===== config.mk =====
export PLATFORM = sky130hd
export DESIGN_NAME = kab_div
export DESIGN_NICKNAME = d
export VERILOG_FILES = /design/src/hdl/kab_pkg.sv /design/src/hdl/kab_div.sv
export SDC_FILE = /design/constraint.sdc
export NUM_CORES = 1
export LEC_CHECK = 0
export BUFFER_PORTS_ARGS = -buffer_cell sky130_fd_sc_hd__buf_2
export CORE_MARGIN = 10
export CORE_UTILIZATION = 41
export CTS_CLUSTER_SIZE = 14
export DETAILED_ROUTE_END_ITERATION = 8
export RECOVER_POWER = 25
export SYNTH_ARGS = -nofsm -noshare
export SYNTH_HDL_FRONTEND = slang
export SYNTH_SLANG_ARGS = --single-unit

===== constraint.sdc =====
create_clock -name clk -period 4.47 [get_ports clk]
set_input_delay 0.2235 -clock clk [delete_from_list [all_inputs] [get_ports clk]]
set_output_delay 0.2235 -clock clk [all_outputs]
set_load 0.01 [all_outputs]

===== src/hdl/kab_pkg.sv =====
// ----------------------------------------------------------------------------
// kab_pkg: shared types and constants for the angle and bias Kalman filter
// Fixed-point formats, register indexes, reset values, saturation helpers
// and the request and response bundles of the shared divider.
// ----------------------------------------------------------------------------
package kab_pkg;

	localparam int FRAC_BITS = 16;
	localparam int DATA_W    = 32;
	localparam int ANGLE_W   = 25;
	localparam int RATE_W    = 25;
	localparam int DT_W      = 17;
	localparam int NOISE_W   = 16;
	localparam int MNOISE_W  = 17;
	localparam int CFG_IDX_W = 2;

	// Multiplier operands hold a full word or an unsigned field with a sign bit.
	localparam int OPND_W = DATA_W + 1;
	localparam int PROD_W = 2 * OPND_W;
	// Divider: numerator is a word scaled by 2^FRAC_BITS, denominator one bit wider.
	localparam int NUM_W  = DATA_W + FRAC_BITS;
	localparam int DEN_W  = DATA_W + 1;

	typedef logic signed [DATA_W-1:0]  word_t;
	typedef logic signed [OPND_W-1:0]  opnd_t;
	typedef logic signed [PROD_W-1:0]  wide_t;
	typedef logic signed [DEN_W-1:0]   den_t;
	typedef logic signed [ANGLE_W-1:0] angle_t;
	typedef logic signed [RATE_W-1:0]  rate_t;
	typedef logic [DT_W-1:0]           dt_t;
	typedef logic [NOISE_W-1:0]        noise_t;
	typedef logic [MNOISE_W-1:0]       mnoise_t;
	typedef logic [CFG_IDX_W-1:0]      cfg_idx_t;

	localparam word_t WORD_MAX = {1'b0, {(DATA_W-1){1'b1}}};
	localparam word_t WORD_MIN = {1'b1, {(DATA_W-1){1'b0}}};
	localparam word_t FX_ONE   = DATA_W'(1 << FRAC_BITS);
	localparam wide_t FX_HALF  = PROD_W'(1 << (FRAC_BITS - 1));

	// Register indexes of the configuration port.
	localparam cfg_idx_t CFG_ANGLE_NOISE   = 2'd0;
	localparam cfg_idx_t CFG_BIAS_NOISE    = 2'd1;
	localparam cfg_idx_t CFG_MEASURE_NOISE = 2'd2;

	// Noise defaults 0.001, 0.003 and 0.03, rounded to the fixed-point grid.
	localparam noise_t  ANGLE_NOISE_RST   = NOISE_W'(int'(0.001 * real'(1 << FRAC_BITS)));
	localparam noise_t  BIAS_NOISE_RST    = NOISE_W'(int'(0.003 * real'(1 << FRAC_BITS)));
	localparam mnoise_t MEASURE_NOISE_RST = MNOISE_W'(int'(0.03 * real'(1 << FRAC_BITS)));

	typedef struct packed {
		logic  start;
		word_t num;
		den_t  den;
	} div_req_t;

	typedef struct packed {
		logic  busy;
		logic  done;
		word_t quot;
	} div_rsp_t;

	function automatic wide_t ext_word(input word_t w);
		return {{(PROD_W-DATA_W){w[DATA_W-1]}}, w};
	endfunction

	function automatic word_t sat_word(input wide_t v);
		if (v[PROD_W-1:DATA_W-1] == '0 || v[PROD_W-1:DATA_W-1] == '1) begin
			return v[DATA_W-1:0];
		end
		return v[PROD_W-1] ? WORD_MIN : WORD_MAX;
	endfunction

	// Rounds a raw product to nearest with ties upward, then saturates.
	function automatic word_t fx_round(input wide_t p);
		wide_t r;
		r = (p + FX_HALF) >>> FRAC_BITS;
		return sat_word(r);
	endfunction

endpackage


===== src/hdl/kab_div.sv =====
// ----------------------------------------------------------------------------
// kab_div: sequential fixed-point restoring divider on magnitudes
// Computes (num * 2^FRAC_BITS) / den truncated toward zero and saturated to
// a word, or 0 if den is 0, one quotient bit per cycle.
// ----------------------------------------------------------------------------
module kab_div import kab_pkg::*; (
	input  logic     clk,
	input  logic     arst_n,
	input  div_req_t req,
	output div_rsp_t rsp
);

	localparam int CNT_W = $clog2(NUM_W + 1);
	localparam logic [NUM_W-1:0] MAG_LIM = NUM_W'(1) << (DATA_W - 1);
	localparam logic [NUM_W-1:0] MAG_MAX = MAG_LIM - NUM_W'(1);

	logic             busy_q;
	logic             done_q;
	logic [CNT_W-1:0] cnt_q;
	logic [NUM_W-1:0] quo_q;
	logic [DEN_W-1:0] rem_q;
	logic [DEN_W-1:0] dmag_q;
	logic             neg_q;
	logic             zero_q;
	word_t            quot_q;

	logic [DATA_W-1:0] num_mag;
	logic [DEN_W-1:0]  den_mag;
	logic [DEN_W:0]    rem_sh;
	logic              fits;
	logic [DEN_W:0]    rem_nx;
	word_t             quot_nx;

	always_comb begin
		num_mag = req.num[DATA_W-1] ? DATA_W'(-req.num) : DATA_W'(req.num);
		den_mag = req.den[DEN_W-1] ? DEN_W'(-req.den) : DEN_W'(req.den);
		rem_sh  = {rem_q, quo_q[NUM_W-1]};
		fits    = rem_sh >= {1'b0, dmag_q};
		rem_nx  = fits ? rem_sh - {1'b0, dmag_q} : rem_sh;
		if (zero_q) begin
			quot_nx = '0;
		end else if (neg_q) begin
			quot_nx = (quo_q > MAG_LIM) ? WORD_MIN : word_t'(-quo_q[DATA_W-1:0]);
		end else begin
			quot_nx = (quo_q > MAG_MAX) ? WORD_MAX : word_t'(quo_q[DATA_W-1:0]);
		end
	end

	always_ff @(posedge clk or negedge arst_n) begin
		if (!arst_n) begin
			busy_q <= 1'b0;
			done_q <= 1'b0;
			cnt_q  <= '0;
		end else begin
			done_q <= 1'b0;
			if (req.start) begin
				busy_q <= 1'b1;
				cnt_q  <= CNT_W'(NUM_W);
			end else if (busy_q) begin
				if (cnt_q != '0) begin
					cnt_q <= cnt_q - CNT_W'(1);
				end else begin
					busy_q <= 1'b0;
					done_q <= 1'b1;
				end
			end
		end
	end

	always_ff @(posedge clk) begin
		if (req.start) begin
			quo_q  <= {num_mag, {FRAC_BITS{1'b0}}};
			rem_q  <= '0;
			dmag_q <= den_mag;
			neg_q  <= req.num[DATA_W-1] ^ req.den[DEN_W-1];
			zero_q <= (req.den == '0);
		end else if (busy_q) begin
			if (cnt_q != '0) begin
				quo_q <= {quo_q[NUM_W-2:0], fits};
				rem_q <= rem_nx[DEN_W-1:0];
			end else begin
				quot_q <= quot_nx;
			end
		end
	end

	assign rsp.busy = busy_q;
	assign rsp.done = done_q;
	assign rsp.quot = quot_q;

endmodule

# ---- Word level (Yosys, flattened, before mapping)
# Index checks and enable logic that the tools add are counted.
dict set report totals {
  register_bits 156
  inputBits 68
  output_inout_bits 34
}
dict set report classes {
  add_sub_neg 5
  n_lt_le_gt_ge 3
  muxes 18
  n_bitwise 3
  n_reduce_logical 7
}
# operator n
set ops {}
lappend ops {{32-bit 2-to-1 mux} 5}
lappend ops {{48-bit 2-to-1 mux} 3}
lappend ops {{32-bit negator} 2}
lappend ops {{48-bit by 31-bit > comparator with 1-bit output (second input constant)} 1}
lappend ops {{48-bit by 32-bit > comparator with 1-bit output (second input constant)} 1}
lappend ops {{34-bit by 33-bit greater-or-equal comparator with 1-bit output} 1}
lappend ops {{33-bit zero test} 1}
lappend ops {{33-bit 2-to-1 mux} 1}
lappend ops {{33-bit negator} 1}
lappend ops {{33-bit subtractor} 1}
lappend ops {{6-bit 2-to-1 mux} 3}
lappend ops {{1-bit 2-to-1 mux} 6}
lappend ops {{6-bit nonzero test} 1}
lappend ops {{6-bit by 1-bit subtractor with 6-bit output (second input constant)} 1}
lappend ops {{2-bit AND reduction} 2}
lappend ops {{2-bit nonzero test} 2}
lappend ops {{3-bit AND reduction} 1}
lappend ops {{1-bit inverter} 2}
lappend ops {{1-bit bitwise XOR} 1}

# ---- Depth between registers and ports, before layout
# Gate-level depths: netlist of run 1.
dict set report logic_depth {
  word_depth 4
  ltp_mapped 14
  depth_no_buf 12
}

# ---- Least setup slack after synthesis of run 1
# No wires, ideal clock.
dict set report synth_timing {
  path_type {reg2reg}
  from {reg cnt_q[3]}
  to {reg quot_q[0], enable pin}
  setup_ns 0.468
  t_arrival_ns 3.196
  t_required_ns 4.002
  setup_slack_ns 0.806
  path_stages_with_launch 4
  path_buffers 0
  cell_sequence {dfrtp_1 > nor3_1 > nand3b_1 > nor3b_1}
}
dict set report synth_via {
  elab_chain_cells 3
}
# element line_no
set synth_rtl {}
lappend synth_rtl {{from (decl)} kab_div.sv:19} ;# logic [CNT_W-1:0] cnt_q;
lappend synth_rtl {{from (signal assigned)} kab_div.sv:58} ;# cnt_q <= CNT_W'(NUM_W);
lappend synth_rtl {{from (signal assigned)} kab_div.sv:61} ;# cnt_q <= cnt_q - CNT_W'(1);
lappend synth_rtl {{6-bit nonzero test} kab_div.sv:78} ;# if (cnt_q != '0) begin
lappend synth_rtl {{1-bit inverter (no line)} n/a}
lappend synth_rtl {{3-bit AND reduction (no line)} n/a}
lappend synth_rtl {{to (signal assigned)} kab_div.sv:82} ;# quot_q <= quot_nx;
lappend synth_rtl {{to (decl)} kab_div.sv:25} ;# word_t quot_q;
# Every way passes these cells.
# A chain may end at the register's enable or synchronous reset.

# ---- Final worst setup path of run 1
dict set report layout_timing {
  from {reg quo_q[47]}
  to {reg rem_q[26]}
}
dict set report layout_via {
  elab_chain_cells 2
  word_cells_on_any_way 3
  cone_classes {add/sub (1); order compare (1); mux (1)}
}
# element line_no
set layout_rtl {}
lappend layout_rtl {{from (decl)} kab_div.sv:20} ;# logic [NUM_W-1:0] quo_q;
lappend layout_rtl {{from (signal assigned)} kab_div.sv:72} ;# quo_q <= {num_mag, {FRAC_BITS{1'b0}}};
lappend layout_rtl {{from (signal assigned)} kab_div.sv:79} ;# quo_q <= {quo_q[NUM_W-2:0], fits};
lappend layout_rtl {{33-bit subtractor / 34-bit by 33-bit greater-or-equal comparator with 1-bit output (equally long branches)} {kab_div.sv:39, kab_div.sv:38}}
lappend layout_rtl {{33-bit 2-to-1 mux *} kab_div.sv:39} ;# rem_nx = fits ? rem_sh - {1'b0, dmag_q} : rem_sh;
lappend layout_rtl {{to (signal assigned)} kab_div.sv:80} ;# rem_q <= rem_nx[DEN_W-1:0];
lappend layout_rtl {{to (decl)} kab_div.sv:21} ;# logic [DEN_W-1:0] rem_q;
# Mark *: on every way between the ends. The rest lies on a longest branch, timed or not.

==> impl_metrics.yaml, run 1 <==
status:
  status: "finished with violations"
  violations: "max-capacitance violations, max-slew violations"
setup_path:
  crit_path_max_incr_delay_ns: 0.48
  r2r_end: "rem_q[26]$_SDFFE_PP0P_"
  worstPathCellList: "inv_1 -> ha_1 -> inv_1 -> fa_1 -> a21oi_1 -> o22ai_1 -> a21oi_1 -> o22a_1 -> a211oi_1 -> nor2_4 -> buf_12 -> mux2i_1 -> a211oi_1"
  cp-endpoint: "rem_q[26]$_SDFFE_PP0P_"
  cp.required_ns: 4.73
  critPathKind: "reg2reg"
  setup.worst_path.start_class: "register"
  critPathMaxFanout: 26
  cp.arrival_ns: 3.67
  ff2ff_path_depth: 13
  rrSetupSlack_ns: 1.07
  timing.rr.start: "quo_q[47]$_DFFE_PP_"
  crit_slowest_cell: "nor2_4"
  crit_start: "quo_q[47]$_DFFE_PP_"
  critPathCaptureType: "register"
layout:
  drive_gt1_share_pct: 9.93
  design_area_mm2: 0.0115
  area_growth_pct: 12.3
  utilization_pct: 47.0
  diodes: 0
  fin_nets: 1344
drt:
  dr.pass1.iters: 6
  drc_errors: 0
  post_drt_wl_per_cell_um: 16.1
  route.vias.total: 8649
  wl_um: 25300
  ant_nets: 0
  vias_per_cell: 5.50
  drtIter0Drc: 705
timing:
  rsz0062_at_grt: "no"
  min_period_over_period_pct: 76.2
  slew_viol_final: 43
  holdWs_ns: 0.103
  setup_tns_ns: 0
  fmax_ghz: 0.294
  min_period_ns: 3.40
  slew_headroom_pct: -36.7
  finalHoldViolations: 0
  fin_skew_ns: 0.00973
  finalSetupViolations: 0
  worst_slew_pin_slew_ns: 2.05
clock_tree:
  root_buffer: "clkbuf_16"
  clk_pin_slew_ns: 0.07
  cts_made_buffers: 17
  cts_tree: "done"
  cts.htree.levels: 4
  insertion_delay_ns: 0.43
  cts.sinks: 156
  clock_path_buffers: 2
placement:
  place_area_mm2: 0.0110
  io_buffers: 101
  routabilityCongestion: 0.905
  dp_hpwl_um: 18700
grt:
  grt_max_degree: 76
  grt_usage_pct: 16.0
  antenna_found_initial: 0
  grt_pass1_vias: 8346
  grt_first_pass_wirelength_um: 41900
  gr-total-overflow: 0
power:
  vdd_drop_max_uv: 218
  leakagePower_nw: 4.65
  power.density_mw_per_mm2: 455
synthesis:
  yosysWarnings: 0
  avgSynthCellArea_um2: 8.73
  syn_area_mm2: 0.0102
  async_flop_share_pct: 5.13
  synth-seq-area-share_pct: 40.7
  synth_edf_count: 99
  synth_fp_nets: 1277
  synthDistinctLibCells: 64
  synth_seq_cells: 156
  synthFlopType: "edfxtp_1"
  synth_cells: 1169
floorplanning:
  coreArea_mm2: 0.0244
  die_w_um: 178
  die_y_um: 178
  die_area_mm2: 0.0316
  ios: 102
  start_util_pct: 41.9
  fp-row-count: 57
worst_hold_path:
  worstHoldPathType: "in2reg"
job:
  max-cap-violations: 1
sequential cells by signal (all words and copies together), names as in the netlist:
signal	cells
busy_q	1
zero_q	1
neg_q	1
dmag_q	33
done_q	1
quo_q	48
rem_q	33
cnt_q	6
quot_q	32
worst max-delay path, delay by kind of cell (launching register included):
kind / cells / cell delay [ns]
compound gates: 6 / 1.17
buf+inv: 3 / 0.41
flops: 1 / 0.43
fa+ha+maj: 2 / 0.53
simple gates: 1 / 0.48
mux: 1 / 0.21
cells by family after synthesis:
kind of cell | synth area share, %
adder cells (fa/ha/maj) | 4.98
AO/OA/AOI/OAI | 20.1
multiplexers | 2.84
XOR/XNOR | 8.06
flip-flops | 40.7
AND/OR/NAND/NOR | 18.5
buffers and inverters | 4.87
cell usage in the layout (no fill, tap or decap), types with 5 or more instances in the layout:
cell       synthesis  final
nand2_1          157    157
edfxtp_1          99     99
o21ai_0           99     98
nor2_1            84     83
a21oi_1           80     80
xnor2_1           76     76
buf_2              4     69
inv_1             61     61
dfxtp_1           49     49
ha_1              39     39
clkbuf_1          52     33
o31ai_1           30     30
a211oi_1          30     30
mux2i_1           29     29
or3_1             28     28
nor3_1            22     22
nand3_1           20     20
xor2_1            18     18
a21o_1            17     17
clkbuf_16          0     17
o211ai_1          13     13
nor4_1            12     12
o41ai_1           12     12
nor2b_1           11     11
or4_1              9      9
nand4_1            9      9
a31oi_1            9      9
nand2b_1           8      8
dfrtp_1            8      8
buf_4              2      8
and3_1             7      7
o22ai_1            6      6
or2_2              5      5
cell usage after synthesis (28+ instances only):
cell type / number / area, um^2
a211oi_1: 30 / 225
a21oi_1: 80 / 400
clkbuf_1: 52 / 195
dfxtp_1: 49 / 981
edfxtp_1: 99 / 2970
ha_1: 39 / 488
inv_1: 61 / 229
mux2i_1: 29 / 290
nand2_1: 157 / 589
nor2_1: 84 / 315
o21ai_0: 99 / 495
o31ai_1: 30 / 225
or3_1: 28 / 175
xnor2_1: 76 / 666
how the worst min path moves through the flow:
stage,from,endpoint,slack (ns),depth (start not counted)
2_1_floorplan,arst_n,busy_q$_DFF_PN0_,-0.07,0
3_3_place_gp,arst_n,done_q$_DFF_PN0_,0.1,1
3_5_place_dp,arst_n,done_q$_DFF_PN0_,0.1,1
4_1_cts,req[0],dmag_q[0]$_DFFE_PP_,0.04,1
5_1_grt,req[4],dmag_q[4]$_DFFE_PP_,0.10,2
6_report,req[17],dmag_q[17]$_DFFE_PP_,0.10,2
through the flow:
| step | worst slack (ns) | instances | power (W) |
|---|---|---|---|
| 3_5_place_dp | 1.08 | 1540 | 0.00387 |
| 4_1_cts | 1.05 | 1573 | 0.00523 |
| 5_1_grt | 0.731 | 1573 | 0.00557 |
| 3_3_place_gp | 1.18 | 1540 | 0.00386 |
| 6_report | 1.07 | 1573 | 0.00522 |
| 2_1_floorplan | 0.806 | 1169 | 0.00340 |
timing repair:
item,in CTS,in global routing
hold endpoints to repair,8,0
setup buffers,0,0
gates resized for setup,0,0
hold buffers,1,0
layer usage:
metal  wire length (um)  track usage (%)  vias to the layer above
li1                   -                -                     4368
met1              11900             21.1                     4045
met2              11700             26.1                      206
met3               1250             2.89                       30
met4                378             5.07                        0
met5                  0                0                        -
where the power goes:
| group | total [W] | internal (W) | switching, W |
|---|---|---|---|
| registers | 0.00193 | 0.00176 | 0.000172 |
| logic | 0.00194 | 0.000821 | 0.00112 |
| clock network | 0.00135 | 0.000719 | 0.000632 |
cell type report:
| class | instances | area [um^2] |
|---|---|---|
| Inverter | 61 | 229 |
| Clock buffer | 17 | 425 |
| Tap cell | 324 | 405 |
| Sequential cell | 156 | 4150 |
| Timing Repair Buffer | 112 | 559 |
| Multi-Input combinational cell | 888 | 5580 |
| Clock inverter | 15 | 116 |
| Fill cell | 2435 | 12900 |
Power figures use the tool's default switching activity.
==> run 2: changes to the inputs <==
==> constraint.sdc (replaced) <==
create_clock -name clk -period 3.5 [get_ports clk]
set_input_delay 0.175 -clock clk [delete_from_list [all_inputs] [get_ports clk]]
set_output_delay 0.175 -clock clk [all_outputs]
set_load 0.01 [all_outputs]
==> impl_metrics.yaml, run 2 (synthesized netlist as in run 1, its figures left out) <==
power:
  vdd_drop_max_uv: 345
  power.density_mw_per_mm2: 587
  power_w: 0.00677
  leakagePower_nw: 4.67
setup_path:
  cp.arrival_ns: 3.40
  cp.required_ns: 3.75
  ff2ff_path_depth: 11
  critPathKind: "reg2reg"
  rrSetupSlack_ns: 0.35
  r2r_end: "quot_q[14]$_SDFFCE_PP0P_"
  setup.worst_path.start_class: "register"
  timing.rr.start: "quo_q[1]$_SDFFE_PP0P_"
  critPathCaptureType: "register"
  critPathMaxFanout: 17
layout:
  area_growth_pct: 13.1
  largest_reg_flops: 48
  final_common_cell: "nand2_1"
  reg_top3: "quo_q (48), dmag_q (33), rem_q (33)"
  n_fill_cell: 2411
  design_area_mm2: 0.0115
  diodes: 0
  drive_gt1_share_pct: 9.72
  fin_nets: 1350
  instances_no_fill: 1579
  largest_register: "quo_q"
  layout_common_cells: "nand2_1, edfxtp_1, o21ai_0, nor2_1, a21oi_1"
floorplanning:
  coreArea_mm2: 0.0244
  fp-row-count: 57
  die_area_mm2: 0.0316
  die_y_um: 178
  ios: 102
  start_util_pct: 41.9
  die_w_um: 178
timing:
  min_period_ns: 3.15
  fmax_ghz: 0.318
  fin_ws_ns: 0.354
  setup_tns_ns: 0
  min_period_over_period_pct: 89.9
  finalHoldViolations: 0
  fin_skew_ns: 0.0105
  slew_headroom_pct: 15.2
  worst_slew_pin_slew_ns: 1.27
  rsz0062_at_grt: "no"
  slew_viol_final: 0
  finalSetupViolations: 0
drt:
  route.vias.total: 8755
  ant_nets: 0
  drc_errors: 0
  vias_per_cell: 5.54
  dr.pass1.iters: 5
  drtIter0Drc: 624
  wl_um: 25600
  post_drt_wl_per_cell_um: 16.2
grt:
  grt_usage_pct: 16.1
  grt_max_degree: 66
  gr-total-overflow: 0
  grt_pass1_vias: 8611
  antenna_found_initial: 0
  grt_first_pass_wirelength_um: 42400
clock_tree:
  cts.sinks: 156
  cts_made_buffers: 17
  cts_tree: "done"
  clock_path_buffers: 2
  cts.htree.levels: 4
  root_buffer: "clkbuf_16"
  clk_pin_slew_ns: 0.07
  insertion_delay_ns: 0.42
placement:
  detailedPlace.worstSlack_ns: 0.390
  dp_hpwl_um: 19100
  routabilityCongestion: 0.916
  dp_cells: 1546
  io_buffers: 101
  place_area_mm2: 0.0110
worst_hold_path:
  min_from: "req[17]"
  hold_depth: 2
  worstHoldPathType: "in2reg"
  hold_path_end: "dmag_q[17]$_DFFE_PP_"
status:
  status: "finished clean"
job:
  max-cap-violations: 0
[run 2: cell types whose count changed in the layout (fill, tap and decap cells not counted), sizes merged]
| cell | delta |
|---|---|
| clkinvlp | +1 |
| bufinv | +2 |
| buf | +1 |
| clkinv | -3 |
| inv | -1 |
| clkbuf | +6 |
[run 2: worst max-delay path by stage]
stage	start	to	slack (ns)
finish	quo_q[1]$_SDFFE_PP0P_	quot_q[14]$_SDFFCE_PP0P_	0.35
global route	quo_q[47]$_DFFE_PP_	rem_q[9]$_SDFFE_PP0P_	0.11
CTS	quo_q[47]$_DFFE_PP_	rem_q[32]$_SDFFE_PP0P_	0.39
detailed placement	quo_q[47]$_DFFE_PP_	rem_q[32]$_SDFFE_PP0P_	0.39
global placement	req[8]	dmag_q[32]$_SDFFCE_PN0P_	0.47
floorplan	quo_q[1]$_SDFFE_PP0P_	quot_q[13]$_SDFFCE_PP0P_	0.64
[run 2: where the power goes]
group          leakage, nW  internal, W  switching, W
registers             1.48      0.00224      0.000221
logic                 2.93      0.00106       0.00143
clock network        0.268      0.00105      0.000770
total                 4.67      0.00435       0.00242
[run 2: metal layers]
metal,vias to the layer above,routed length (um),GRT usage [%]
met2,237,12000,27.0
met1,4104,11900,20.7
met3,23,1250,3.27
li1,4391,-,-
met4,0,370,4.20
met5,-,0,0
[run 2: layout make-up]
type	instances	area [um^2]	share of cell area, %
Timing Repair Buffer	118	601	5.20
Multi-Input combinational cell	888	5580	48.4
Inverter	61	229	1.98
Clock inverter	14	141	1.22
Tap cell	324	405	3.51
Clock buffer	18	429	3.72
Sequential cell	156	4150	36.0
[run 2: critical path, cell delays in order (launching register included)]
cell     delay [ns]
dfxtp_1        0.33
inv_1          0.11
ha_1           0.19
or3b_1         0.39
or3_4          0.39
nor4b_4        0.41
a21oi_2        0.10
or2_1          0.37
buf_4          0.27
nor3_1         0.19
a21oi_1        0.06
a21oi_1        0.18
[run 2: per-stage QoR]
| stage | hold WS [ns] | util, % |
|---|---|---|
| 5_1_grt | 0.0614 | 47.3 |
| 4_1_cts | 0.0296 | 47.5 |
| 6_report | 0.0704 | 47.3 |
| 3_5_place_dp | 0.0423 | 45.2 |
| 2_1_floorplan | -0.121 | - |
| 3_3_place_gp | 0.0463 | 45.2 |
[run 2: what timing repair did]
item,in CTS,in global routing
setup buffers,0,0
hold endpoints to repair,8,0
hold buffers,1,0
resized for setup,0,0
setup endpoints to repair,0,0
==> run 3: changes to the inputs <==
--- a/config.mk
+++ b/config.mk
@@ -6,8 +6,8 @@
 export NUM_CORES = 1
 export LEC_CHECK = 0
 export BUFFER_PORTS_ARGS = -buffer_cell sky130_fd_sc_hd__buf_2
-export CORE_MARGIN = 10
-export CORE_UTILIZATION = 41
+export CORE_MARGIN = 4
+export CORE_UTILIZATION = 45
 export CTS_CLUSTER_SIZE = 14
 export DETAILED_ROUTE_END_ITERATION = 8
 export RECOVER_POWER = 25
==> impl_metrics.yaml, run 3 (synthesized netlist as in run 1, its figures left out) <==
grt:
  grt_usage_pct: 19.1
  grt_max_degree: 65
  gr-total-overflow: 0
  grt_first_pass_wirelength_um: 39000
  grt_pass1_vias: 7838
  antenna_found_initial: 0
timing:
  fin_skew_ns: 0.0111
  min_period_over_period_pct: 91.9
  min_period_ns: 3.22
  slew_headroom_pct: -48.1
  worst_slew_pin_slew_ns: 2.22
  rsz0062_at_grt: "no"
  fmax_ghz: 0.311
  finalSetupViolations: 0
  slew_viol_final: 47
  finalHoldViolations: 0
  setup_tns_ns: 0
status:
  violations: "max-capacitance violations, max-slew violations"
  status: "finished with violations"
drt:
  ant_nets: 0
  drtIter0Drc: 576
  route.vias.total: 8484
  post_drt_wl_per_cell_um: 15.6
  dr.pass1.iters: 7
  drc_errors: 0
  wl_um: 24000
  vias_per_cell: 5.52
clock_tree:
  cts.sinks: 156
  clk_pin_slew_ns: 0.06
  root_buffer: "clkbuf_16"
  cts_made_buffers: 17
  cts.htree.levels: 4
  insertion_delay_ns: 0.42
  clock_path_buffers: 2
  cts_tree: "done"
layout:
  diodes: 0
  largest_reg_flops: 48
  design_area_mm2: 0.0115
  fin_nets: 1353
  area_growth_pct: 13.0
  instances_no_fill: 1538
  largest_register: "quo_q"
  n_fill_cell: 2098
  final_common_cell: "nand2_1"
  layout_common_cells: "nand2_1, edfxtp_1, o21ai_0, nor2_1, a21oi_1"
  drive_gt1_share_pct: 10.2
  reg_top3: "quo_q (48), dmag_q (33), rem_q (33)"
floorplanning:
  fp-row-count: 54
  coreArea_mm2: 0.0221
  ios: 102
  die_area_mm2: 0.0252
  die_y_um: 159
  start_util_pct: 46.2
  die_w_um: 159
placement:
  io_buffers: 101
  dp_cells: 1503
  dp_hpwl_um: 17900
  routabilityCongestion: 0.895
  place_area_mm2: 0.0110
setup_path:
  critPathMaxFanout: 4
  critPathKind: "reg2reg"
  setup.worst_path.start_class: "register"
  rrSetupSlack_ns: 0.28
  critPathCaptureType: "register"
  cp.required_ns: 3.87
  cp.arrival_ns: 3.58
power:
  power.density_mw_per_mm2: 591
  leakagePower_nw: 4.71
  vdd_drop_max_uv: 319
job:
  max-cap-violations: 1
worst_hold_path:
  worstHoldPathType: "in2reg"
==> run 3: changes by cell type in the layout (fill, tap and decap cells not counted), moves of 2 or more <==
cell	before	now
clkbuf_8	0	2
clkinv_1	4	0
clkinv_4	1	4
clkinvlp_4	3	0
==> run 3: layer usage <==
metal	up-vias	wire length, um	part of all wire [%]	GRT usage (%)
met5	-	0	0	0
met2	178	11300	47	31.4
met1	3900	11500	48	26.5
met3	16	911	3.8	3.13
li1	4390	-	-	-
met4	0	248	1.0	4.35
==> run 3: final timing paths <==
check,start,endpoint,cells after the start
setup / recovery,quo_q[47]$_DFFE_PP_,rem_q[28]$_SDFFE_PP0P_,12
hold / removal,req[9],dmag_q[9]$_DFFE_PP_,2
setup reg to reg,quo_q[47]$_DFFE_PP_,rem_q[28]$_SDFFE_PP0P_,12
hold reg to reg,quo_q[1]$_SDFFE_PP0P_,quo_q[2]$_SDFFE_PP0P_,2
max in group asynchronous,arst_n,cnt_q[3]$_DFFE_PN0P_,2
min in group asynchronous,arst_n,cnt_q[5]$_DFFE_PN0P_,2
==> run 3: cell type report <==
type	count	area, um^2	area share (%)
multi-input cells	888	5580	48.4
clock inverters	10	103	0.889
inverters	61	229	1.98
repair buffers	121	636	5.51
clock buffers	22	485	4.21
flip-flops and latches	156	4150	36.0
well taps	280	350	3.04
==> run 3: power by group <==
group | switching (W) | internal, W | leakage (nW)
Sequential | 0.000215 | 0.00224 | 1.48
Combinational | 0.00143 | 0.00110 | 2.95
Clock | 0.000758 | 0.00107 | 0.291
Total | 0.00241 | 0.00441 | 4.71
==> run 3: critical path, cell delays in order (launching register included) <==
cell,delay [ns]
edfxtp_1,0.43
inv_1,0.08
ha_1,0.16
inv_1,0.05
fa_1,0.39
a21oi_1,0.22
o22ai_1,0.20
a211o_1,0.35
a311o_1,0.44
o211ai_1,0.34
nand3_1,0.15
a211o_1,0.30
nand2_1,0.05
==> run 3: timing repair <==
action                     in CTS  in global routing
buffers inserted                0                  1
hold endpoints to repair        9                  0
setup endpoints to repair       0                 20
gates resized for setup         0                  1
hold buffers                    2                  0
==> run 3: per-stage QoR <==
stage | hold slack (ns) | worst slack [ns] | util [%] | power, W
floorplan | -0.121 | 0.642 | - | 0.00434
global placement | 0.0450 | 0.177 | 49.6 | 0.00496
detailed placement | 0.0492 | 0.0803 | 49.6 | 0.00497
CTS | 0.0453 | 0.0346 | 52.4 | 0.00683
global route | 0.0518 | 0.0390 | 52.2 | 0.00729
finish | 0.0647 | 0.285 | 52.2 | 0.00682
